<file path="config.mk">
export PLATFORM = sky130hd
export DESIGN_NAME = crank_cam_pattern_generator
export DESIGN_NICKNAME = d
export VERILOG_FILES = /design/src/rtl/ccpg_pkg.sv /design/src/rtl/crank_cam_pattern_generator.sv /design/src/rtl/ccpg_div.sv
export SDC_FILE = /design/constraint.sdc
export NUM_CORES = 1
export LEC_CHECK = 0
export BUFFER_PORTS_ARGS = -buffer_cell sky130_fd_sc_hd__clkbuf_2
export CORE_ASPECT_RATIO = 0.9
export CORE_MARGIN = 1.5
export CORE_UTILIZATION = 40
export DETAILED_ROUTE_END_ITERATION = 8
export PLACE_DENSITY = 0.66
export SLEW_MARGIN = 20
export SYNTH_ARGS = -nofsm -noshare
export SYNTH_HDL_FRONTEND = slang
export SYNTH_SLANG_ARGS = --single-unit
</file>
<file path="constraint.sdc">
create_clock -name clk -period 4.3 [get_ports clk]
set_input_delay 0.86 -clock clk [delete_from_list [all_inputs] [get_ports clk]]
set_output_delay 0.86 -clock clk [all_outputs]
set_load 0.02 [all_outputs]
</file>
<file path="src/rtl/ccpg_pkg.sv">
`default_nettype none

package ccpg_pkg;

    // Pattern lengths and index widths
    localparam int unsigned CRANK_LEN = 72;
    localparam int unsigned CAM_LEN   = 144;
    localparam int unsigned CRANK_IW  = 7;
    localparam int unsigned CAM_IW    = 8;

    // Field widths
    localparam int unsigned ADC_W  = 10;
    localparam int unsigned RPM_W  = 13;
    localparam int unsigned TOP_W  = 16;
    localparam int unsigned CNT_W  = 16;

    // Shared divider sizing: widest dividend is (volt - 1000) * 5400 < 2^25,
    // widest divisor is 72 * 100 = 7200 < 2^13.
    localparam int unsigned DIV_NW    = 25;
    localparam int unsigned DIV_DW    = 13;
    localparam int unsigned DIV_CNT_W = 5;

    // Speed mapping constants
    localparam logic [DIV_NW-1:0] VOLT_SPAN  = DIV_NW'(4000);
    localparam logic [DIV_DW-1:0] ADC_FULL   = DIV_DW'(1023);
    localparam logic [DIV_NW-1:0] RPM_SPAN   = DIV_NW'(5400);
    localparam logic [DIV_DW-1:0] VOLT_DIV   = DIV_DW'(4000);
    localparam logic [RPM_W-1:0]  RPM_MIN    = RPM_W'(600);
    localparam logic [DIV_DW-1:0] RPM_PER_RS = DIV_DW'(60);
    localparam logic [DIV_NW-1:0] TIMER_HZ   = DIV_NW'(250000);
    localparam logic [DIV_DW-1:0] STEPS_REV  = DIV_DW'(72);
    localparam logic [TOP_W-1:0]  TOP_RESET  = TOP_W'(249);

    // Speed computation phases
    localparam logic [1:0] PH_VOLT = 2'd0;
    localparam logic [1:0] PH_RPM  = 2'd1;
    localparam logic [1:0] PH_REVS = 2'd2;
    localparam logic [1:0] PH_TOP  = 2'd3;

    // Crank wheel: a tooth on every even half-step, except the gaps at 0, 36 and 70
    function automatic logic crank_pattern(input logic [CRANK_IW-1:0] idx);
        logic tooth;
        tooth = ~idx[0];
        if (idx == CRANK_IW'(0) || idx == CRANK_IW'(36) || idx == CRANK_IW'(70))
        begin
            tooth = 1'b0;
        end
        return tooth;
    endfunction

    // Cam wheel: high except over the listed low windows
    function automatic logic cam_pattern(input logic [CAM_IW-1:0] idx);
        logic level;
        level = 1'b1;
        if (idx inside {[8'd22:8'd28], [8'd32:8'd35], [8'd58:8'd64],
                        [8'd94:8'd100], [8'd130:8'd136], [8'd141:8'd143]})
        begin
            level = 1'b0;
        end
        return level;
    endfunction

endpackage

`default_nettype wire

</file>
<file path="src/rtl/crank_cam_pattern_generator.sv">
// Timer tick item: its result is registered and shown the next cycle;
// ticks sustain one item per cycle while the output is taken and no speed sample is in progress.
// Speed sample item: four divisions in turn on one shared 25-step divider, then the result is
// shown once the output slot is free; no input is taken meanwhile.
// Reset (rst_n, asynchronous, active low): count 0, top 249, indexes and levels 0, rpm 0.
`default_nettype none

module crank_cam_pattern_generator
    import ccpg_pkg::*;
(
    input  wire logic        clk,
    input  wire logic        rst_n,
    input  wire logic        s_axis_tvalid,
    output logic             s_axis_tready,
    input  wire logic [15:0] s_axis_tdata,  // [9:0] adc_sample
    input  wire logic        s_axis_tuser,  // [0] op
    output logic             m_axis_tvalid,
    input  wire logic        m_axis_tready,
    output logic [31:0]      m_axis_tdata   // [0] crank_level, [1] cam_level,
                                            // [14:2] engine_rpm, [30:15] step_top
);

    localparam logic [1:0] ST_IDLE = 2'd0;
    localparam logic [1:0] ST_DIV  = 2'd1;
    localparam logic [1:0] ST_DONE = 2'd2;

    logic [1:0]          state_reg, state_next;
    logic [1:0]          phase_reg, phase_next;
    logic                out_valid_reg, out_valid_next;
    logic [CNT_W-1:0]    count_reg, count_next;
    logic [TOP_W-1:0]    top_reg, top_next;
    logic [CRANK_IW-1:0] crank_idx_reg, crank_idx_next;
    logic [CAM_IW-1:0]   cam_idx_reg, cam_idx_next;
    logic                crank_bit_reg, crank_bit_next;
    logic                cam_bit_reg, cam_bit_next;
    logic [RPM_W-1:0]    rpm_reg, rpm_next;
    logic [RPM_W-1:0]    rpm_calc_reg, rpm_calc_next;
    logic [TOP_W-1:0]    top_calc_reg, top_calc_next;

    logic                in_fire, out_fire, slot_free;
    logic                div_start, div_done;
    logic [DIV_NW-1:0]   div_dividend, div_quot;
    logic [DIV_DW-1:0]   div_divisor;

    assign slot_free     = !out_valid_reg || m_axis_tready;
    assign s_axis_tready = (state_reg == ST_IDLE) && slot_free;
    assign in_fire       = s_axis_tvalid && s_axis_tready;
    assign out_fire      = out_valid_reg && m_axis_tready;

    ccpg_div u_div (
        .clk      (clk),
        .rst_n    (rst_n),
        .start    (div_start),
        .dividend (div_dividend),
        .divisor  (div_divisor),
        .done     (div_done),
        .quotient (div_quot)
    );

    // Tick handling and speed sequencer
    always_comb
    begin
        state_next     = state_reg;
        phase_next     = phase_reg;
        out_valid_next = out_fire ? 1'b0 : out_valid_reg;
        count_next     = count_reg;
        top_next       = top_reg;
        crank_idx_next = crank_idx_reg;
        cam_idx_next   = cam_idx_reg;
        crank_bit_next = crank_bit_reg;
        cam_bit_next   = cam_bit_reg;
        rpm_next       = rpm_reg;
        rpm_calc_next  = rpm_calc_reg;
        top_calc_next  = top_calc_reg;
        div_start      = 1'b0;
        div_dividend   = '0;
        div_divisor    = '0;

        case (state_reg)
            ST_IDLE:
            begin
                if (in_fire)
                begin
                    if (s_axis_tuser)
                    begin
                        // volt offset = adc * 4000 / 1023
                        div_start    = 1'b1;
                        div_dividend = DIV_NW'(s_axis_tdata[ADC_W-1:0]) * VOLT_SPAN;
                        div_divisor  = ADC_FULL;
                        phase_next   = PH_VOLT;
                        state_next   = ST_DIV;
                    end
                    else
                    begin
                        out_valid_next = 1'b1;
                        if (count_reg == top_reg)
                        begin
                            count_next     = '0;
                            crank_bit_next = crank_pattern(crank_idx_reg);
                            cam_bit_next   = cam_pattern(cam_idx_reg);
                            crank_idx_next = (crank_idx_reg == CRANK_IW'(CRANK_LEN - 1)) ?
                                             '0 : crank_idx_reg + 1'b1;
                            cam_idx_next   = (cam_idx_reg == CAM_IW'(CAM_LEN - 1)) ?
                                             '0 : cam_idx_reg + 1'b1;
                        end
                        else
                        begin
                            count_next = count_reg + 1'b1;
                        end
                    end
                end
            end

            ST_DIV:
            begin
                if (div_done)
                begin
                    case (phase_reg)
                        PH_VOLT:
                        begin
                            // rpm offset = volt offset * 5400 / 4000
                            div_start    = 1'b1;
                            div_dividend = DIV_NW'(div_quot[11:0]) * RPM_SPAN;
                            div_divisor  = VOLT_DIV;
                            phase_next   = PH_RPM;
                        end
                        PH_RPM:
                        begin
                            // revs = rpm / 60
                            rpm_calc_next = RPM_MIN + div_quot[RPM_W-1:0];
                            div_start     = 1'b1;
                            div_dividend  = DIV_NW'(rpm_calc_next);
                            div_divisor   = RPM_PER_RS;
                            phase_next    = PH_REVS;
                        end
                        PH_REVS:
                        begin
                            // top = 250000 / (72 * revs) - 1
                            div_start    = 1'b1;
                            div_dividend = TIMER_HZ;
                            div_divisor  = DIV_DW'(div_quot[6:0]) * STEPS_REV;
                            phase_next   = PH_TOP;
                        end
                        PH_TOP:
                        begin
                            top_calc_next = div_quot[TOP_W-1:0] - 1'b1;
                            state_next    = ST_DONE;
                        end
                        default:
                        begin
                            state_next = ST_IDLE;
                        end
                    endcase
                end
            end

            ST_DONE:
            begin
                // commit new speed once the output slot is free
                if (slot_free)
                begin
                    rpm_next       = rpm_calc_reg;
                    top_next       = top_calc_reg;
                    out_valid_next = 1'b1;
                    state_next     = ST_IDLE;
                end
            end

            default:
            begin
                state_next = ST_IDLE;
            end
        endcase
    end

    always_ff @(posedge clk or negedge rst_n)
    begin
        if (!rst_n)
        begin
            state_reg     <= ST_IDLE;
            phase_reg     <= PH_VOLT;
            out_valid_reg <= 1'b0;
            count_reg     <= '0;
            top_reg       <= TOP_RESET;
            crank_idx_reg <= '0;
            cam_idx_reg   <= '0;
            crank_bit_reg <= 1'b0;
            cam_bit_reg   <= 1'b0;
            rpm_reg       <= '0;
        end
        else
        begin
            state_reg     <= state_next;
            phase_reg     <= phase_next;
            out_valid_reg <= out_valid_next;
            count_reg     <= count_next;
            top_reg       <= top_next;
            crank_idx_reg <= crank_idx_next;
            cam_idx_reg   <= cam_idx_next;
            crank_bit_reg <= crank_bit_next;
            cam_bit_reg   <= cam_bit_next;
            rpm_reg       <= rpm_next;
        end
    end

    // Scratch results of the speed computation
    always_ff @(posedge clk)
    begin
        rpm_calc_reg <= rpm_calc_next;
        top_calc_reg <= top_calc_next;
    end

    // Result item comes straight from the state registers
    assign m_axis_tvalid = out_valid_reg;
    assign m_axis_tdata  = {1'b0, top_reg, rpm_reg, cam_bit_reg, crank_bit_reg};

    // Checks
    a_speed_starts_div: assert property (@(posedge clk) disable iff (!rst_n)
        in_fire && s_axis_tuser |=> state_reg == ST_DIV && !m_axis_tvalid || state_reg == ST_DIV)
        else $error("speed sample did not start the divider");

    a_tick_gives_result: assert property (@(posedge clk) disable iff (!rst_n)
        in_fire && !s_axis_tuser |=> m_axis_tvalid)
        else $error("tick item produced no result");

    a_crank_idx_range: assert property (@(posedge clk) disable iff (!rst_n)
        crank_idx_reg < CRANK_IW'(CRANK_LEN) && cam_idx_reg < CAM_IW'(CAM_LEN))
        else $error("pattern index out of range");

    a_no_accept_busy: assert property (@(posedge clk) disable iff (!rst_n)
        state_reg == ST_DIV |-> !div_start || div_done)
        else $error("divider restarted while still running");

endmodule

`default_nettype wire

</file>
<file path="src/rtl/ccpg_div.sv">
`default_nettype none

// Restoring divider, one quotient bit per cycle
module ccpg_div
    import ccpg_pkg::*;
(
    input  wire logic              clk,
    input  wire logic              rst_n,
    input  wire logic              start,
    input  wire logic [DIV_NW-1:0] dividend,
    input  wire logic [DIV_DW-1:0] divisor,
    output logic                   done,
    output logic [DIV_NW-1:0]      quotient
);

    logic                 busy_reg, busy_next;
    logic                 done_reg, done_next;
    logic [DIV_CNT_W-1:0] cnt_reg, cnt_next;
    logic [DIV_NW-1:0]    acc_reg, acc_next;
    logic [DIV_DW-1:0]    rem_reg, rem_next;
    logic [DIV_DW-1:0]    dsr_reg, dsr_next;
    logic [DIV_DW:0]      trial;
    logic                 fits;

    // One trial subtraction
    assign trial = {rem_reg, acc_reg[DIV_NW-1]};
    assign fits  = (trial >= {1'b0, dsr_reg});

    always_comb
    begin
        busy_next = busy_reg;
        done_next = 1'b0;
        cnt_next  = cnt_reg;
        acc_next  = acc_reg;
        rem_next  = rem_reg;
        dsr_next  = dsr_reg;
        if (start)
        begin
            busy_next = 1'b1;
            cnt_next  = '0;
            acc_next  = dividend;
            rem_next  = '0;
            dsr_next  = divisor;
        end
        else if (busy_reg)
        begin
            acc_next = {acc_reg[DIV_NW-2:0], fits};
            rem_next = fits ? DIV_DW'(trial - {1'b0, dsr_reg}) : trial[DIV_DW-1:0];
            cnt_next = cnt_reg + 1'b1;
            if (cnt_reg == DIV_CNT_W'(DIV_NW - 1))
            begin
                busy_next = 1'b0;
                done_next = 1'b1;
            end
        end
    end

    always_ff @(posedge clk or negedge rst_n)
    begin
        if (!rst_n)
        begin
            busy_reg <= 1'b0;
            done_reg <= 1'b0;
            cnt_reg  <= '0;
        end
        else
        begin
            busy_reg <= busy_next;
            done_reg <= done_next;
            cnt_reg  <= cnt_next;
        end
    end

    always_ff @(posedge clk)
    begin
        acc_reg <= acc_next;
        rem_reg <= rem_next;
        dsr_reg <= dsr_next;
    end

    assign done     = done_reg;
    assign quotient = acc_reg;

endmodule

`default_nettype wire

</file>
* Word-level counts from Yosys, hierarchy flattened
Cells that the tools add are included.
** Word-level totals
- Output and inout bits :: 34
- Logic and storage cells :: 134
- Bits in registers :: 154
- Input bits :: 21
** Cells by class
- Bitwise operators :: 2
- Equal/unequal tests :: 17
- $mul :: 3
- Mux-type cells :: 47
- $lt $le $gt $ge :: 13
- Add/subtract/negate cells :: 7
- Reduce and logical (&&, ||, !) cells :: 27
** Operators by type and width (count)
- $mux W25 :: 3
- $pmux W25 S3 :: 1
- $pmux W25 S2 :: 1
- $mux W22 :: 2
- $pmux W13 S3 :: 1
- $mux W13 :: 2
- $pmux W13 S2 :: 1
- $mul A12 B10 Y22 const B :: 1
- $mux W10 :: 2
- $mul A10 B7 Y17 const B :: 1
- $add A16 B1 Y16 const B :: 1
- $eq A16 B16 Y1 :: 1
- $ge A8 B6 Y1 const B :: 2
- $ge A8 B8 Y1 const B :: 2
- $le A8 B7 Y1 const B :: 2
- $le A8 B8 Y1 const B :: 2
- $mux W1 :: 16
- $mux W16 :: 1
- $mux W2 :: 8
- $sub A16 B1 Y16 const B :: 1
- $eq A7 B7 Y1 const B :: 2
- $ge A14 B13 Y1 :: 1
- $add A10 B13 Y13 const A :: 1
- $sub A13 B13 Y13 :: 1
- 35 further kinds :: 60

* Longest topological paths before layout
- Depth in word-level cells :: 7
- Gate-level depth with buffers :: 18
- Depth with buffers taken out :: 17

* Modules after synthesis
A second synthesis with hierarchy kept.
** Unflattened totals
- Cells, all modules :: 1218
- Area total of the unflattened synthesis :: 12386.9 µm²
** By module, submodules not included
- crank_cam_pattern_generator :: cells an instance 951, instances 1, sequential area each 2555.0 µm², area an instance 9237.6 µm²
- ccpg_div :: cells an instance 267, instances 1, sequential area each 1576.5 µm², area an instance 3149.3 µm²

* Least setup slack after synthesis
Ideal clock, no wire load.
- Path type :: in2reg
- Start :: input port s_axis_tdata[5]
- End :: register u_div.acc_reg[21] (netlist: u_div.quotient[21]) (data pin)
- Arrival :: 4.368 ns
- Path buffers :: 0
- Setup slack :: -0.342 ns
- Stages on the path :: 13
- Library setup time :: 0.274 ns
- Required time :: 4.026 ns
- Path through :: inv_1 fa_1 fa_1 fa_1 fa_1 inv_1 ha_1 a21oi_1 o22a_1 o2111ai_1 a221oi_1 xnor2_1 o2111ai_1
** On the way
- Word-level cells in the longest chain between the ends :: 5
** RTL lines
- start, declared :: RTL line crank_cam_pattern_generator.sv:15 : input wire logic [15:0] s_axis_tdata,
- $mul A10 B7 Y17 :: RTL line crank_cam_pattern_generator.sv:88 : div_dividend = DIV_NW'(s_axis_tdata[ADC_W-1:0]) * VOLT_SPAN;
- $mux W22 :: RTL line crank_cam_pattern_generator.sv:84 : if (s_axis_tuser)
- $mux W22 :: RTL line crank_cam_pattern_generator.sv:82 : if (in_fire)
- $pmux W25 S2 :: RTL line crank_cam_pattern_generator.sv:79 : case (state_reg)
- $mux W25 :: RTL line ccpg_div.sv:37 : if (start)
- via u_div.acc_next[21] :: RTL line ccpg_div.sv:19 : logic [DIV_NW-1:0] acc_reg, acc_next;
- end signal, assigned :: RTL line ccpg_div.sv:76 : acc_reg <= acc_next;
- end, declared :: RTL line ccpg_div.sv:19
The timed path passes the listed nets, and every way through them passes these cells.
A chain may end at the register's enable or synchronous reset.

* Worst setup path after layout
- Start :: register u_div.acc_reg[3] (netlist: u_div.quotient[3])
- End :: register u_div.acc_reg[24] (netlist: u_div.quotient[24]) (data pin)
** On the way
- Word-level cells in the longest chain between the ends :: 5
** RTL lines
- $mul A12 B10 Y22 :: RTL line crank_cam_pattern_generator.sv:123 : div_dividend = DIV_NW'(div_quot[11:0]) * RPM_SPAN;
- $pmux W25 S3 :: RTL line crank_cam_pattern_generator.sv:118 : case (phase_reg)
- $mux W25 :: RTL line crank_cam_pattern_generator.sv:116 : if (div_done)
- $pmux W25 S2 :: RTL line crank_cam_pattern_generator.sv:79
- $mux W25 :: RTL line ccpg_div.sv:37
- via u_div.acc_next[24] :: RTL line ccpg_div.sv:19
The timed path passes the listed nets, and every way through them passes these cells.

==> flow_metrics.py <==
metrics = {
    "drt": {
        "drt_iter0_markers": 497,
        "firstDrtPassIters": 5,
        "wl_per_cell_um": 15.3,
        "vias_per_cell": 5.18,
        "wl_um": 26800,
        "route.detailed.drc": 0,
        "ant_nets": 0,
        "num_vias": 9080,
    },
    "sta": {
        "slew_viol_final": 0,
        "finalHoldViolCount": 0,
        "grt_setup_unrepaired": "true",
        "slew_headroom": 0.375,
        "timing_worst_slew_pin_value_ns": 0.937,
        "skew_ns": 0.0169,
        "timing.fmax_ghz": 0.227,
        "setup_violations": 6,
        "setup_ws_ns": -0.106,
        "period_needed_ns": 4.41,
        "period_share": 1.02,
    },
    "floorplan": {
        "die_y_um": 167,
        "start_util": 0.404,
        "core_area_mm2": 0.0297,
        "ios": 55,
        "rows": 60,
        "dieArea_mm2": 0.0311,
        "die_w_um": 186,
    },
    "synth": {
        "synth_mux_area_frac": 0.0373,
        "syn-mean-instance-area_um2": 9.88,
        "netlist_instances": 1216,
        "ys.flop_type": "dfrtp_1",
        "synth_area_mm2": 0.0120,
        "synth_xor_area_frac": 0.0670,
        "seq_area_frac_synth": 0.341,
        "synthArstFlopShare": 0.484,
        "synth_edf_count": 66,
        "synth_warnings": 0,
        "yosysUniqueCellTypes": 68,
        "synth-seq-cells": 153,
        "synth-compound-area-share": 0.126,
        "yosys.area_share.simple": 0.124,
        "synth_top_family_by_area": "adder cells",
        "synth_fa_ha_area_frac": 0.244,
        "syn-num-nets": 1441,
    },
    "clock_tree": {
        "hold_buffers": 0,
        "path_clk_slew_ns": 0.06,
        "clkLatencyLatePin_ns": 0.43,
        "htreeDepth": 4,
        "clock_path_buffers": 2,
        "cts_root_buf": "clkbuf_16",
        "cts_tree": "done",
        "numClockSinks": 153,
        "numCtsBuffers": 17,
    },
    "global_route": {
        "grt_pass1_vias": 8867,
        "track_usage": 0.178,
        "use_met3": 0.0355,
        "grt_remaining_overflow": 0,
        "grtUsageMet2": 0.284,
        "grt_first_pass_wirelength_um": 44400,
        "antenna_found_initial": 0,
        "grt_max_degree": 75,
        "grt-busiest-layer": "met2",
        "met1_usage": 0.250,
    },
    "worst_setup_path": {
        "critPathMaxStageDelay_ns": 0.52,
        "crit_chain": "ha_1 -> inv_2 -> fa_1 -> inv_2 -> fa_1 -> ha_1 -> inv_1 -> fa_1 -> inv_2 -> ha_4 -> nand4_1 -> a21oi_2 -> o21a_1 -> o21ai_2 -> o21ai_2 -> and3_4 -> o31ai_4 -> buf_6",
        "critical_path_class": "reg -> reg",
        "slowest_stage": "fa_1",
        "required_ns": 4.48,
        "crit_buf_inv": 5,
        "crit_arrival_ns": 4.59,
        "crit_path_start_kind": "flip-flop",
        "r2r_setup_slack_ns": -0.11,
        "critPathMaxFanout": 3,
        "cpLargestDelayFamily": "adder cells",
        "cp-end-kind": "flip-flop",
    },
    "status": {
        "violations": "negative setup slack",
        "status": "finished with violations",
    },
    "cells_and_area": {
        "drive_above_1_share": 0.187,
        "finalNonFillerCells": 1754,
        "layout_commonest_cell": "ha_1",
        "final_cell_mix": "ha_1 (146), inv_1 (142), buf_4 (94)",
        "fill_cells": 2776,
        "nets": 1563,
        "n_antenna_cell": 0,
        "final_core_util": 0.476,
        "largest_reg_flops": 25,
        "area_growth_pct": 17.8,
    },
    "placed_design": {
        "portBuffers": 47,
        "dp.final_hpwl_um": 20500,
        "gp_congestion": 0.882,
        "dp.cells": 1718,
    },
    "job": {
        "max-cap-violations": 0,
    },
    "hold_path": {
        "min_path_type": "reg -> reg",
    },
}
[worst register-to-register path: stages (launching register included)]
cell	delay [ns]
edfxtp_1	0.42
ha_1	0.31
inv_2	0.04
fa_1	0.49
inv_2	0.05
fa_1	0.44
ha_1	0.28
inv_1	0.04
fa_1	0.52
inv_2	0.05
ha_4	0.27
nand4_1	0.12
a21oi_2	0.20
o21a_1	0.22
o21ai_2	0.11
o21ai_2	0.16
and3_4	0.22
o31ai_4	0.06
buf_6	0.15
[layout make-up]
| class | instances | area (µm²) | area share |
|---|---|---|---|
| Multi-Input combinational cell | 875 | 7390 | 0.522 |
| Sequential cell | 153 | 4100 | 0.290 |
| Timing Repair Buffer | 142 | 967 | 0.0683 |
| Inverter | 149 | 567 | 0.0400 |
| Clock buffer | 23 | 520 | 0.0368 |
| Tap cell | 403 | 504 | 0.0356 |
| Clock inverter | 9 | 100 | 0.00707 |
[stage by stage]
step / setup slack, ns / cell area (µm²) / TNS [ns] / hold slack (ns)
floorplan: -0.184 / 12100 / -0.679 / 0.451
global placement: -0.426 / 13300 / -3.38 / 0.457
detailed placement: -0.477 / 13300 / -3.90 / 0.464
CTS: -0.0900 / 14100 / -0.114 / 0.474
global route: -0.269 / 14200 / -1.50 / 0.491
finish: -0.106 / 14200 / -0.309 / 0.472
[Yosys cell counts (20+ instances only)]
master | n | area, µm²
clkbuf_1 | 26 | 97.6
xnor2_1 | 62 | 543
xor2_1 | 30 | 263
nand3_1 | 29 | 145
nor2_1 | 74 | 278
o21ai_0 | 72 | 360
nand2_1 | 80 | 300
inv_1 | 148 | 556
a21oi_1 | 54 | 270
dfrtp_1 | 68 | 1700
fa_1 | 50 | 1000
edfxtp_1 | 66 | 1980
ha_1 | 154 | 1930
mux2_2 | 30 | 338
nand4_1 | 20 | 125
[kinds of logic after synthesis]
| group | Yosys count |
|---|---|
| and+or+nand+nor | 300 |
| AOI/OAI and AO/OA | 237 |
| adders and majority gates | 204 |
| buffers and inverters | 188 |
| DFF | 153 |
| xor gates and xnor gates | 92 |
| muxes | 41 |
| other | 1 |
[timing repair]
action,4_1_cts,5_1_grt
gates resized for setup,16,9
endpoints found under the hold margin,0,0
setup endpoints to repair,7,8
buffers inserted,4,1
pin swaps,15,4
[worst paths after layout]
kind | startpoint | end | depth (start not counted)
max | u_div.quotient[3] | u_div.quotient[24] | 18
min | rpm_calc_reg[12] | rpm_reg[12] | 1
max reg2reg | u_div.quotient[3] | u_div.quotient[24] | 18
min reg2reg | rpm_calc_reg[12] | rpm_reg[12] | 1
max in group asynchronous | rst_n | u_div.cnt_reg[4] | 1
min in group asynchronous | rst_n | count_reg[10] | 1
[per-layer routing]
| metal | vias up | wire length, µm |
|---|---|---|
| li1 | 4491 | - |
| met1 | 4338 | 12900 |
| met2 | 221 | 12100 |
| met3 | 30 | 1420 |
| met4 | 0 | 327 |
| met5 | - | 0 |
Power is not shown: default switching activity piles up to over one toggle a cycle in this logic, so the estimate is an artifact.
